### src/rtl/core/utfd_pkg.sv
// Shared types, constants and helpers for the UTF-8 byte stream decoder.
// No dependencies; imported by utfd_out_queue and utf8_byte_stream_decoder.

package utfd_pkg;

    localparam int BYTE_W = 8;
    localparam int CP_W   = 21;
    localparam int LEN_W  = 3;

    localparam logic [BYTE_W-1:0] C_LEAD_MIN     = 8'hC0;
    localparam logic [BYTE_W-1:0] C_TAG_MASK     = 8'hC0;
    localparam logic [BYTE_W-1:0] C_CONT_TAG     = 8'h80;
    localparam logic [5:0]        C_PAYLOAD_MASK = 6'h3F;
    localparam logic [CP_W-1:0]   C_MAX_CP_RESET = 21'h10FFFF;
    localparam logic [LEN_W-1:0]  C_SINGLE_LEN   = 3'd1;

    // Load request from the decode logic to the result queue
    typedef struct packed {
        logic             load;
        logic             dec;    // one decoded code point rather than raw bytes
        logic [LEN_W-1:0] len;
        logic [CP_W-1:0]  cp;
    } t_q_ctrl;

    // Sequence length called for by a lead byte: 2 plus the run of ones from bit 5 down.
    // 0xFE gives 7, 0xFF gives 8.
    function automatic logic [3:0] lead_len(input logic [BYTE_W-1:0] b);
        logic [3:0] n;
        logic       run;
        n   = 4'd2;
        run = 1'b1;
        for (int i = 5; i >= 0; i--) begin
            if (run && b[i]) begin
                n = n + 4'd1;
            end else begin
                run = 1'b0;
            end
        end
        return n;
    endfunction

endpackage

### src/rtl/core/utfd_out_queue.sv
// Result queue: holds the results of one input byte and hands them out one per transfer.
// Depends on utfd_pkg.

module utfd_out_queue #(
    parameter int MAX_SEQ_LEN = 4
) (
    input  logic                          i_clk,
    input  logic                          i_rst_n,
    input  utfd_pkg::t_q_ctrl             i_ctrl,
    input  logic [$clog2(MAX_SEQ_LEN+1)-1:0] i_cnt,
    input  logic [utfd_pkg::BYTE_W-1:0]   i_bytes [MAX_SEQ_LEN],
    output logic                          o_can_load,
    output logic                          o_out_valid,
    input  logic                          i_out_ready,
    output logic [utfd_pkg::CP_W-1:0]     o_code_point,
    output logic [utfd_pkg::LEN_W-1:0]    o_byte_count,
    output logic                          o_last_of_run
);
    import utfd_pkg::*;

    localparam int QCW = $clog2(MAX_SEQ_LEN + 1);

    logic [BYTE_W-1:0] r_bytes [MAX_SEQ_LEN];
    logic [QCW-1:0]    r_rem;
    logic              r_dec;
    logic [LEN_W-1:0]  r_len;
    logic [CP_W-1:0]   r_cp;
    logic              out_xfer;

    assign out_xfer    = o_out_valid && i_out_ready;
    assign o_out_valid = (r_rem != '0);
    assign o_can_load  = (r_rem == '0) || ((r_rem == QCW'(1)) && i_out_ready);

    assign o_code_point  = r_dec ? r_cp : {{(CP_W-BYTE_W){1'b0}}, r_bytes[0]};
    assign o_byte_count  = r_dec ? r_len : C_SINGLE_LEN;
    assign o_last_of_run = (r_rem == QCW'(1));

    always_ff @(posedge i_clk) begin
        if (!i_rst_n) begin
            r_rem <= '0;
            r_dec <= 1'b0;
        end else if (i_ctrl.load) begin
            r_rem <= i_cnt;
            r_dec <= i_ctrl.dec;
        end else if (out_xfer) begin
            r_rem <= r_rem - QCW'(1);
        end
    end

    // Payload: load in parallel, shift down on each transfer
    always_ff @(posedge i_clk) begin
        if (i_ctrl.load) begin
            r_bytes <= i_bytes;
            r_len   <= i_ctrl.len;
            r_cp    <= i_ctrl.cp;
        end else if (out_xfer) begin
            for (int i = 0; i < MAX_SEQ_LEN - 1; i++) begin
                r_bytes[i] <= r_bytes[i+1];
            end
        end
    end

    a_dec_single: assert property (@(posedge i_clk) disable iff (!i_rst_n)
        (r_dec && r_rem != '0) |-> (r_rem == QCW'(1)))
        else $error("decoded result queued with more than one entry");

    a_rem_bound: assert property (@(posedge i_clk) disable iff (!i_rst_n)
        r_rem <= QCW'(MAX_SEQ_LEN))
        else $error("queue count beyond sequence limit");

    a_no_overrun: assert property (@(posedge i_clk) disable iff (!i_rst_n)
        (i_ctrl.load && r_rem > QCW'(1)) |-> 1'b0)
        else $error("load while earlier results still pending");

endmodule

### src/rtl/core/utf8_byte_stream_decoder.sv
// UTF-8 byte stream decoder, top level: sequence tracking and fallback decisions.
// Depends on utfd_pkg and utfd_out_queue.
//
//   channel  direction  handshake                    payload
//   input    in         i_in_valid / o_in_ready      i_data_byte, i_end_of_line
//   result   out        o_out_valid / i_out_ready    o_code_point, o_byte_count, o_last_of_run
//   config   in         i_cfg_wr_en                  i_cfg_wr_data (max_code_point)
//
// A byte is decoded in the cycle it is taken; its results appear the next cycle.
// One byte per cycle while each byte gives at most one result and the result side keeps
// up; a byte that gives more than one result holds the input while the result queue drains.
// Reset (synchronous, active low) empties the queue, drops any open sequence and
// sets max_code_point to 0x10FFFF. No clearing pass.
// A stalled result side stops the input as soon as the queue holds any entry.

module utf8_byte_stream_decoder #(
    parameter int MAX_SEQ_LEN = 4
) (
    input  logic                          i_clk,
    input  logic                          i_rst_n,
    input  logic                          i_cfg_wr_en,
    input  logic [utfd_pkg::CP_W-1:0]     i_cfg_wr_data,
    input  logic                          i_in_valid,
    output logic                          o_in_ready,
    input  logic [utfd_pkg::BYTE_W-1:0]   i_data_byte,
    input  logic                          i_end_of_line,
    output logic                          o_out_valid,
    input  logic                          i_out_ready,
    output logic [utfd_pkg::CP_W-1:0]     o_code_point,
    output logic [utfd_pkg::LEN_W-1:0]    o_byte_count,
    output logic                          o_last_of_run
);
    import utfd_pkg::*;

    localparam int HCW  = $clog2(MAX_SEQ_LEN);
    localparam int QCW  = $clog2(MAX_SEQ_LEN + 1);
    localparam int PW   = 5 * MAX_SEQ_LEN + 1;   // payload bits of the longest sequence
    localparam int CMPW = (PW > CP_W) ? PW : CP_W;
    localparam int LW   = 4;

    logic [CP_W-1:0]   r_max_cp;
    logic [BYTE_W-1:0] r_held [MAX_SEQ_LEN-1];
    logic [HCW-1:0]    r_held_cnt;
    logic [LEN_W-1:0]  r_exp_len;
    logic [PW-1:0]     r_partial;

    logic [BYTE_W-1:0] n_held [MAX_SEQ_LEN-1];
    logic [HCW-1:0]    n_held_cnt;
    logic [LEN_W-1:0]  n_exp_len;
    logic [PW-1:0]     n_partial;

    logic              in_xfer;
    logic              can_load;
    t_q_ctrl           q_ctrl;
    logic [QCW-1:0]    q_cnt;
    logic [BYTE_W-1:0] q_bytes [MAX_SEQ_LEN];

    logic              is_cont;
    logic [3:0]        lead_n;
    logic              opens;
    logic [PW-1:0]     ext_partial;
    logic [QCW-1:0]    held_q;
    logic [QCW-1:0]    grown_cnt;
    logic              complete;
    logic              too_big;
    logic [CMPW-1:0]   ext_wide;

    assign o_in_ready = can_load;
    assign in_xfer    = i_in_valid && o_in_ready;

    assign is_cont     = ((i_data_byte & C_TAG_MASK) == C_CONT_TAG);
    assign lead_n      = lead_len(i_data_byte);
    assign opens       = (i_data_byte >= C_LEAD_MIN) && (lead_n <= LW'(MAX_SEQ_LEN))
                         && !i_end_of_line;
    assign ext_partial = {r_partial[PW-7:0], i_data_byte[5:0] & C_PAYLOAD_MASK};
    assign held_q      = QCW'(r_held_cnt);
    assign grown_cnt   = held_q + QCW'(1);
    assign complete    = (LW'(grown_cnt) >= LW'(r_exp_len));
    assign too_big     = (CMPW'(ext_partial) > CMPW'(r_max_cp));
    assign ext_wide    = CMPW'(ext_partial);

    // Queue image: held bytes in order, the current byte after them
    always_comb begin
        for (int i = 0; i < MAX_SEQ_LEN - 1; i++) begin
            q_bytes[i] = (HCW'(i) < r_held_cnt) ? r_held[i] : i_data_byte;
        end
        q_bytes[MAX_SEQ_LEN-1] = i_data_byte;
    end

    always_comb begin
        n_held     = r_held;
        n_held_cnt = r_held_cnt;
        n_exp_len  = r_exp_len;
        n_partial  = r_partial;
        q_cnt      = '0;
        q_ctrl     = '0;
        q_ctrl.load = in_xfer;
        q_ctrl.len  = r_exp_len;
        q_ctrl.cp   = ext_wide[CP_W-1:0];

        if (r_held_cnt == '0 || !is_cont) begin
            // flush whatever is held, then take the byte afresh
            q_cnt = held_q + (opens ? QCW'(0) : QCW'(1));
            if (opens) begin
                n_held[0]  = i_data_byte;
                n_held_cnt = HCW'(1);
                n_exp_len  = lead_n[LEN_W-1:0];
                n_partial  = {{(PW-BYTE_W){1'b0}}, i_data_byte & (8'hFF >> (lead_n + 4'd1))};
            end else begin
                n_held_cnt = '0;
                n_exp_len  = '0;
                n_partial  = '0;
            end
        end else if (complete || i_end_of_line) begin
            if (complete && !too_big) begin
                q_cnt      = QCW'(1);
                q_ctrl.dec = 1'b1;
            end else begin
                q_cnt = grown_cnt;
            end
            n_held_cnt = '0;
            n_exp_len  = '0;
            n_partial  = '0;
        end else begin
            for (int i = 0; i < MAX_SEQ_LEN - 1; i++) begin
                if (HCW'(i) == r_held_cnt) begin
                    n_held[i] = i_data_byte;
                end
            end
            n_held_cnt = grown_cnt[HCW-1:0];
            n_partial  = ext_partial;
        end
    end

    always_ff @(posedge i_clk) begin
        if (!i_rst_n) begin
            r_max_cp   <= C_MAX_CP_RESET;
            r_held_cnt <= '0;
            r_exp_len  <= '0;
            r_partial  <= '0;
        end else begin
            if (i_cfg_wr_en) begin
                r_max_cp <= i_cfg_wr_data;
            end
            if (in_xfer) begin
                r_held_cnt <= n_held_cnt;
                r_exp_len  <= n_exp_len;
                r_partial  <= n_partial;
            end
        end
    end

    always_ff @(posedge i_clk) begin
        if (in_xfer) begin
            r_held <= n_held;
        end
    end

    utfd_out_queue #(
        .MAX_SEQ_LEN (MAX_SEQ_LEN)
    ) u_queue (
        .i_clk         (i_clk),
        .i_rst_n       (i_rst_n),
        .i_ctrl        (q_ctrl),
        .i_cnt         (q_cnt),
        .i_bytes       (q_bytes),
        .o_can_load    (can_load),
        .o_out_valid   (o_out_valid),
        .i_out_ready   (i_out_ready),
        .o_code_point  (o_code_point),
        .o_byte_count  (o_byte_count),
        .o_last_of_run (o_last_of_run)
    );

    a_open_short: assert property (@(posedge i_clk) disable iff (!i_rst_n)
        (r_held_cnt != '0) |-> (LW'(r_held_cnt) < LW'(r_exp_len)))
        else $error("open sequence already holds its full length");

    a_idle_clear: assert property (@(posedge i_clk) disable iff (!i_rst_n)
        (r_held_cnt == '0) |-> (r_exp_len == '0))
        else $error("expected length left over with no sequence open");

    a_multi_last: assert property (@(posedge i_clk) disable iff (!i_rst_n)
        (o_out_valid && o_byte_count != C_SINGLE_LEN) |-> o_last_of_run)
        else $error("decoded result not marked last of run");

endmodule
### config.mk
export PLATFORM = sky130hd
export DESIGN_NAME = utf8_byte_stream_decoder
export DESIGN_NICKNAME = d
export VERILOG_FILES = /design/src/rtl/core/utfd_pkg.sv /design/src/rtl/core/utfd_out_queue.sv /design/src/rtl/core/utf8_byte_stream_decoder.sv
export SDC_FILE = /design/constraint.sdc
export NUM_CORES = 1
export LEC_CHECK = 0
export ABC_AREA = 0
export BUFFER_PORTS_ARGS = -buffer_cell sky130_fd_sc_hd__buf_2
export CORE_MARGIN = 8
export CORE_UTILIZATION = 35
export DETAILED_ROUTE_END_ITERATION = 7
export SLEW_MARGIN = 5
export SYNTH_ARGS = -nofsm -noshare
export SYNTH_HDL_FRONTEND = slang
export SYNTH_SLANG_ARGS = --single-unit
### constraint.sdc
create_clock -name i_clk -period 3.4 [get_ports i_clk]
set_input_delay 0.17 -clock i_clk [delete_from_list [all_inputs] [get_ports i_clk]]
set_output_delay 0.17 -clock i_clk [all_outputs]
set_load 0.005 [all_outputs]
### Word-level counts from Yosys, hierarchy flattened

Cells that the tools add are included.

* word-level logic and storage cells: 110
* register bits: 125
* input bits: 35
* output and inout bits: 27

* order comparisons: 7
* reductions and logical operators: 27
* bitwise operators: 3
* eq/ne operators: 6
* muxes and demuxes: 42
* shift-type cells: 1
* $add $sub $neg: 9

Operator list (number)
* 24-bit two-way mux: 3
* 8-bit two-way mux: 9
* 15-bit two-way mux: 2
* 3-bit two-way mux: 10
* 21-bit > comparator: 1
* 21-bit two-way mux: 1
* 4-bit by 1-bit adder with 4-bit output (second input constant): 5
* 4-bit two-way mux: 4
* 4-bit AND reduction: 3
* 1-bit logical AND: 11
* 1-bit two-way mux: 11
* 8-bit bitwise AND: 1
* 8-bit greater-or-equal comparator (second input constant): 1
* 8-bit by 4-bit >> shifter with 8-bit output (first input constant): 1
* 2-bit by 1-bit adder with 3-bit output (second input constant): 2
* 2-bit nonzero test: 3
* 4-bit by 3-bit less-or-equal comparator with 1-bit output (second input constant): 1
* 1-bit by 2-bit less-than comparator with 1-bit output (first input constant): 2
* 2-bit two-way mux: 2
* 2-bit inequality test (second input constant): 2
* 2-bit by 1-bit adder with 3-bit output: 1
* 3-bit by 1-bit == test with 1-bit output (second input constant): 1
* 3-bit greater-or-equal comparator: 1
* 1-bit logical NOT: 3
* other kinds (11): 14

### Longest topological paths before layout

* depth in word-level cells: 18
* mapped depth: 14
* gate-level depth less buffers: 14

### By module

A second synthesis with hierarchy kept.

* cells, all modules: 540
* area, all modules: 6257.3 um2

By module, submodules not included
* utf8_byte_stream_decoder: area an instance 3802.4 um2, instances 1, cells an instance 398, sequential area each 1541.5 um2
* utfd_out_queue: area an instance 2454.9 um2, instances 1, cells an instance 142, sequential area each 1761.7 um2

### Least setup slack after synthesis

No wires, ideal clock.

* kind: register to register
* start point: register r_held_cnt[1]
* end point: register r_held[10] in the netlist's numbering, enable pin
* library setup time: 0.395 ns
* data required time: 3.005 ns
* data arrival time: 2.687 ns
* clock period less this slack: 3.082 ns
* slack: 0.318 ns
* stages on the path, launching flop included: 9
* path through: dfxtp_1 > clkbuf_1 > inv_1 > ha_1 > ha_1 > a21oi_1 > o211a_1 > nand2_1 > nor4_1

* word-level cells in the longest chain between the ends: 5

RTL lines
* start, declared: RTL line utf8_byte_stream_decoder.sv:43 `logic [HCW-1:0] r_held_cnt;`
* start signal, assigned: RTL line utf8_byte_stream_decoder.sv:146 `r_held_cnt <= n_held_cnt;`
* 2-bit by 1-bit adder with 3-bit output: RTL line utf8_byte_stream_decoder.sv:77 `assign grown_cnt = held_q + QCW'(1);`
* 3-bit greater-or-equal comparator: RTL line utf8_byte_stream_decoder.sv:78 `assign complete = (LW'(grown_cnt) >= LW'(r_exp_len));`
* 1-bit logical OR: RTL line utf8_byte_stream_decoder.sv:114 `end else if (complete || i_end_of_line) begin`
* 1-bit inverter (no source line)
* 4-bit AND reduction (no source line) (*)
* end signal, assigned: RTL line utf8_byte_stream_decoder.sv:155 `r_held <= n_held;`
* end, declared: RTL line utf8_byte_stream_decoder.sv:42 `logic [BYTE_W-1:0] r_held [MAX_SEQ_LEN-1];`

Every way passes the cells marked *; elsewhere a longest branch is shown, timed or not.
A chain may end at the register's enable or synchronous reset.

### Worst setup path in the final report

* start point: input i_data_byte[2] in the netlist's numbering
* end point: register u_queue.r_rem[0]

* word-level cells in the longest chain between the ends: 13

RTL lines
* start, declared: RTL line utf8_byte_stream_decoder.sv:25 `input logic [utfd_pkg::BYTE_W-1:0] i_data_byte,`
* 1-bit logical AND: RTL line utfd_pkg.sv:33 `if (run && b[i]) begin`
* 4-bit two-way mux or 1-bit two-way mux (tied branches): RTL line utfd_pkg.sv:33
* 4-bit by 1-bit adder with 4-bit output or 1-bit logical AND (tied branches): RTL line utfd_pkg.sv:34, utfd_pkg.sv:33
* 4-bit two-way mux or 1-bit two-way mux (tied branches): RTL line utfd_pkg.sv:33
* 4-bit by 1-bit adder with 4-bit output or 1-bit logical AND (tied branches): RTL line utfd_pkg.sv:34, utfd_pkg.sv:33
* 4-bit two-way mux: RTL line utfd_pkg.sv:33
* 4-bit by 3-bit less-or-equal comparator with 1-bit output: RTL line utf8_byte_stream_decoder.sv:73 `assign opens = (i_data_byte >= C_LEAD_MIN) && (lead_n <= LW'(MAX_SEQ_LEN))`
* 1-bit logical AND: RTL line utf8_byte_stream_decoder.sv:73
* 1-bit logical AND: RTL line utf8_byte_stream_decoder.sv:74 `&& !i_end_of_line;`
* 1-bit two-way mux: RTL line utf8_byte_stream_decoder.sv:103 `q_cnt = held_q + (opens ? QCW'(0) : QCW'(1));`
* 2-bit by 1-bit adder with 3-bit output: RTL line utf8_byte_stream_decoder.sv:103
* 3-bit two-way mux (*): RTL line utf8_byte_stream_decoder.sv:101 `if (r_held_cnt == '0 || !is_cont) begin`
* 3-bit two-way mux (*): RTL line utfd_out_queue.sv:42 `end else if (i_ctrl.load) begin`
* end signal, assigned: RTL line utfd_out_queue.sv:43 `r_rem <= i_cnt;`
* end signal, assigned: RTL line utfd_out_queue.sv:46 `r_rem <= r_rem - QCW'(1);`
* end, declared: RTL line utfd_out_queue.sv:24 `logic [QCW-1:0] r_rem;`

Marks and branches as above.

==> flow_metrics.tcl <==
set metrics [dict create \
    p_clk_share_pct 34.1 \
    clkTransAtPathRegs_ns 0.05 \
    fmax_mhz 348 \
    io_pins 62 \
    die_x_microns 144 \
    layout.nets 692 \
    row_count 46 \
    drive_above_1_share_pct 19.6 \
    ys_seq_elements 119 \
    cts-root-buf "clkbuf_16" \
    drt.antenna.violating_nets 0 \
    slew_headroom_pct 34.0 \
    yosysSeqAreaShare_pct 54.5 \
    synth.largest_area_cell "edfxtp_1" \
    post-route-period-util_pct 84.4 \
    async_flop_share_pct 0 \
    fin_util_pct 44.6 \
    routabilityCongestion 0.932 \
    die_h_microns 144 \
    tns_ns 0 \
    dieArea_sq_um 20700 \
    worstMarginPinSlew_ns 0.989 \
    grt_max_degree 73 \
    p_comb_share_pct 23.8 \
    htree_levels 4 \
    avgSynthCellArea_sq_um 10.8 \
    synth_edf_count 74 \
    diodes 0 \
    cp_max_fo 6 \
    initial_core_util_pct 35.9 \
    drcViolationCount 0 \
    cts_made_buffers 17 \
    synthAdderAreaFrac_pct 8.30 \
    portBuffers 61 \
    status "finished, final reports clean" \
    synth-xor-area-share_pct 0.306 \
    synthMuxAreaShare_pct 6.90 \
    drt_iter0_drc 150 \
    critPathKind "in2reg" \
    p_int_mw 3.50 \
    grt_pass1_vias 4320 \
    power.total_mw 4.97 \
    endpoint "u_queue.r_rem[0]$_SDFFE_PN0P_" \
    antenna_found_initial 0 \
    p_leak_nw 2.99 \
    area_growth_pct 24.0 \
    cap_violations 0 \
    rsz0062_at_grt "false" \
    cts_tree "built" \
    min_path_type "in2reg" \
    p_sw_mw 1.47 \
    placed_area_sq_um 6340 \
    core_region_area_sq_um 15900 \
    synth_top_family_by_area "simple AND/OR/NAND/NOR gates" \
    dp_hpwl_mm 9.87 \
    cts.sinks 119 \
    grt_first_pass_wirelength_mm 22.2 \
    gr-total-overflow 0 \
    reg2reg_slack_ns 0.65 \
    worst_clock_skew_ns 0.0131 \
    wl_per_cell_microns 16.4 \
    synthesis.area_sq_um 5730 \
    synth_top_area_share_pct 38.8 \
    firstDrtPassIters 4 \
    clk_path_buf_depth 2 \
    synth_cells 529 \
    vias 4204 \
    synth_compound_area_share_pct 12.5 \
    cp-startpoint "i_data_byte[2]" \
    power_density_nw_per_um2 699 \
    clk_latency_ns 0.41 \
    p_seq_share_pct 42.0 \
    ys_warn_count 0 \
    ff2ff_path_depth 10 \
    fillers 1515 \
    cp-start-kind "input pin" \
    cp-end-kind "flip-flop" \
    r2r_start "r_held_cnt[1]$_SDFFE_PN0P_" \
    post-route-min-period_ns 2.87 \
    yosysUniqueCellTypes 52 \
    finalSetupViolCount 0 \
    vias_per_cell 4.96 \
    hold_viol 0 \
    postCtsSetupBuffers 0 \
    grt_use_total_pct 13.9 \
    synth_fp_nets 602 \
    cp.arrival_ns 3.22 \
    finalMaxSlewViolations 0 \
    synth_area_leaders "edfxtp_1, dfxtp_1, ha_1, mux2i_1, nand2_1" \
    synthSimpleGateAreaFrac_pct 13.5 \
    fin_hold_ws_ns 0.0104 \
    routed_wl_mm 13.9 \
    synth_ff_type "edfxtp_1" \
    ir_drop_mv 0.845 \
    worst_ep_required_time_ns 3.75 \
    swShare_pct 29.6 \
    fin_area_sq_um 7110 \
    regToRegEndpoint "u_queue.r_rem[2]$_SDFFE_PN0P_" \
]
## cell usage after synthesis (2+ instances only)
cell type and count:
nand2_1 72, and2_1 21, ha_1 38, inv_1 35, nor2b_1 4, nand2b_4 2, nor3_1 4, nand4_1 2
a31oi_1 3, nor2_1 18, nand2b_1 3, dfxtp_1 45, o31ai_1 2, o211ai_1 22, a21boi_0 3, xor2_1 2
edfxtp_1 74, mux2_2 8, a21oi_1 31, clkbuf_1 21, buf_2 2, nand3_1 17, o21ai_0 35, a21o_1 3
mux2i_1 29, a211oi_1 2, and3_1 4, buf_1 3
## power by group through the flow
stage	Combinational (mW)	Clock [mW]	Sequential, mW
6_report	1.19	1.70	2.09
3_3_place_gp	1.15	0	2.11
3_5_place_dp	1.17	0	2.12
2_1_floorplan	0.804	0	2.07
4_1_cts	1.20	1.73	2.09
5_1_grt	1.33	1.78	2.12
## stage by stage
step	setup WS, ns	std cells
2_1_floorplan	0.318	529
3_3_place_gp	0.265	796
3_5_place_dp	0.133	796
4_1_cts	0.557	848
5_1_grt	0.355	848
6_report	0.530	848
## critical path, stage by stage
cell	delay [ns]
buf_2	0.10
inv_1	0.05
o21ai_0	0.11
a21boi_0	0.29
ha_1	0.28
o21ai_0	0.24
ha_1	0.20
and3b_1	0.18
or2_2	0.34
nand2b_4	0.18
ha_1	0.27
nand2_1	0.05
a211oi_1	0.36
o21bai_1	0.19
o221a_4	0.20
## cell type report
class,count,area (sq um),area share [%]
multi-input combinational,349,2380,33.5
sequential,119,3120,43.9
clock buffer,24,493,6.94
inverter,35,131,1.85
tap,216,270,3.80
clock inverter,8,71.3,1.00
timing repair buffer,97,638,8.98
## registers in the layout, summed over array words and instances, names as in the netlist
signal,cells
u_queue.r_bytes,26
r_held,24
r_max_cp,21
u_queue.r_cp,21
r_partial,15
r_exp_len,3
u_queue.r_len,3
u_queue.r_rem,3
r_held_cnt,2
u_queue.r_dec,1
## cell families (layout without fill, tap and decap cells)
logic type / count (synthesis) / in the layout
AO/OA/AOI/OAI: 113 / 113
adder cells (fa/ha/maj): 38 / 38
flip-flops: 119 / 119
XOR/XNOR: 2 / 2
buffers and inverters: 61 / 164
AND/OR/NAND/NOR: 158 / 158
multiplexers: 38 / 38
## worst min-delay path by stage
stage                                  from                        end  slack, ns  cells past startpoint
final                     i_cfg_wr_data[17]  r_max_cp[17]$_SDFFE_PN0P_       0.01                      3
after global routing      i_cfg_wr_data[17]  r_max_cp[17]$_SDFFE_PN0P_       0.03                      3
after CTS                 i_cfg_wr_data[17]  r_max_cp[17]$_SDFFE_PN0P_     0.0002                      3
after detailed placement   i_cfg_wr_data[2]   r_max_cp[2]$_SDFFE_PN1P_       0.40                      3
after global placement     i_cfg_wr_data[0]   r_max_cp[0]$_SDFFE_PN1P_       0.39                      3
after floorplan              i_data_byte[0]        r_held[0]$_DFFE_PP_       0.27                      0
## layer usage
metal	vias to the layer above	wire length (microns)	track usage, %
li1	2072	-	-
met1	1998	6480	17.6
met2	119	6470	22.3
met3	15	772	3.22
met4	0	197	6.09
met5	-	0	0
## repair_timing
item / 4_1_cts / 5_1_grt
resized for setup: 0 / 0
hold buffers: 20 / 0
hold endpoints to repair: 20 / 0
## placed cells by master (no fill, tap or decap), types with 3 or more instances in the layout
cell           Yosys  final
dfxtp_1           45     45
a21boi_0           3      3
mux2i_1           29     29
buf_2              2     61
and2_1            21     21
o21ai_0           35     35
nand2b_1           3      3
o211ai_1          22     22
nand3_1           17     16
ha_1              38     38
nand2_1           72     72
edfxtp_1          74     74
dlygate4sd3_1      0     20
nor3_1             4      4
nor2b_1            4      4
clkbuf_16          0     18
mux2_2             8      8
clkinv_2           0      4
a21oi_1           31     31
clkbuf_1          21      4
inv_1             35     35
and3_1             4      4
a31oi_1            3      3
nor2_1            18     18
buf_4              0     15
a21o_1             3      3
Note: power is estimated with default switching activity, not from simulation.
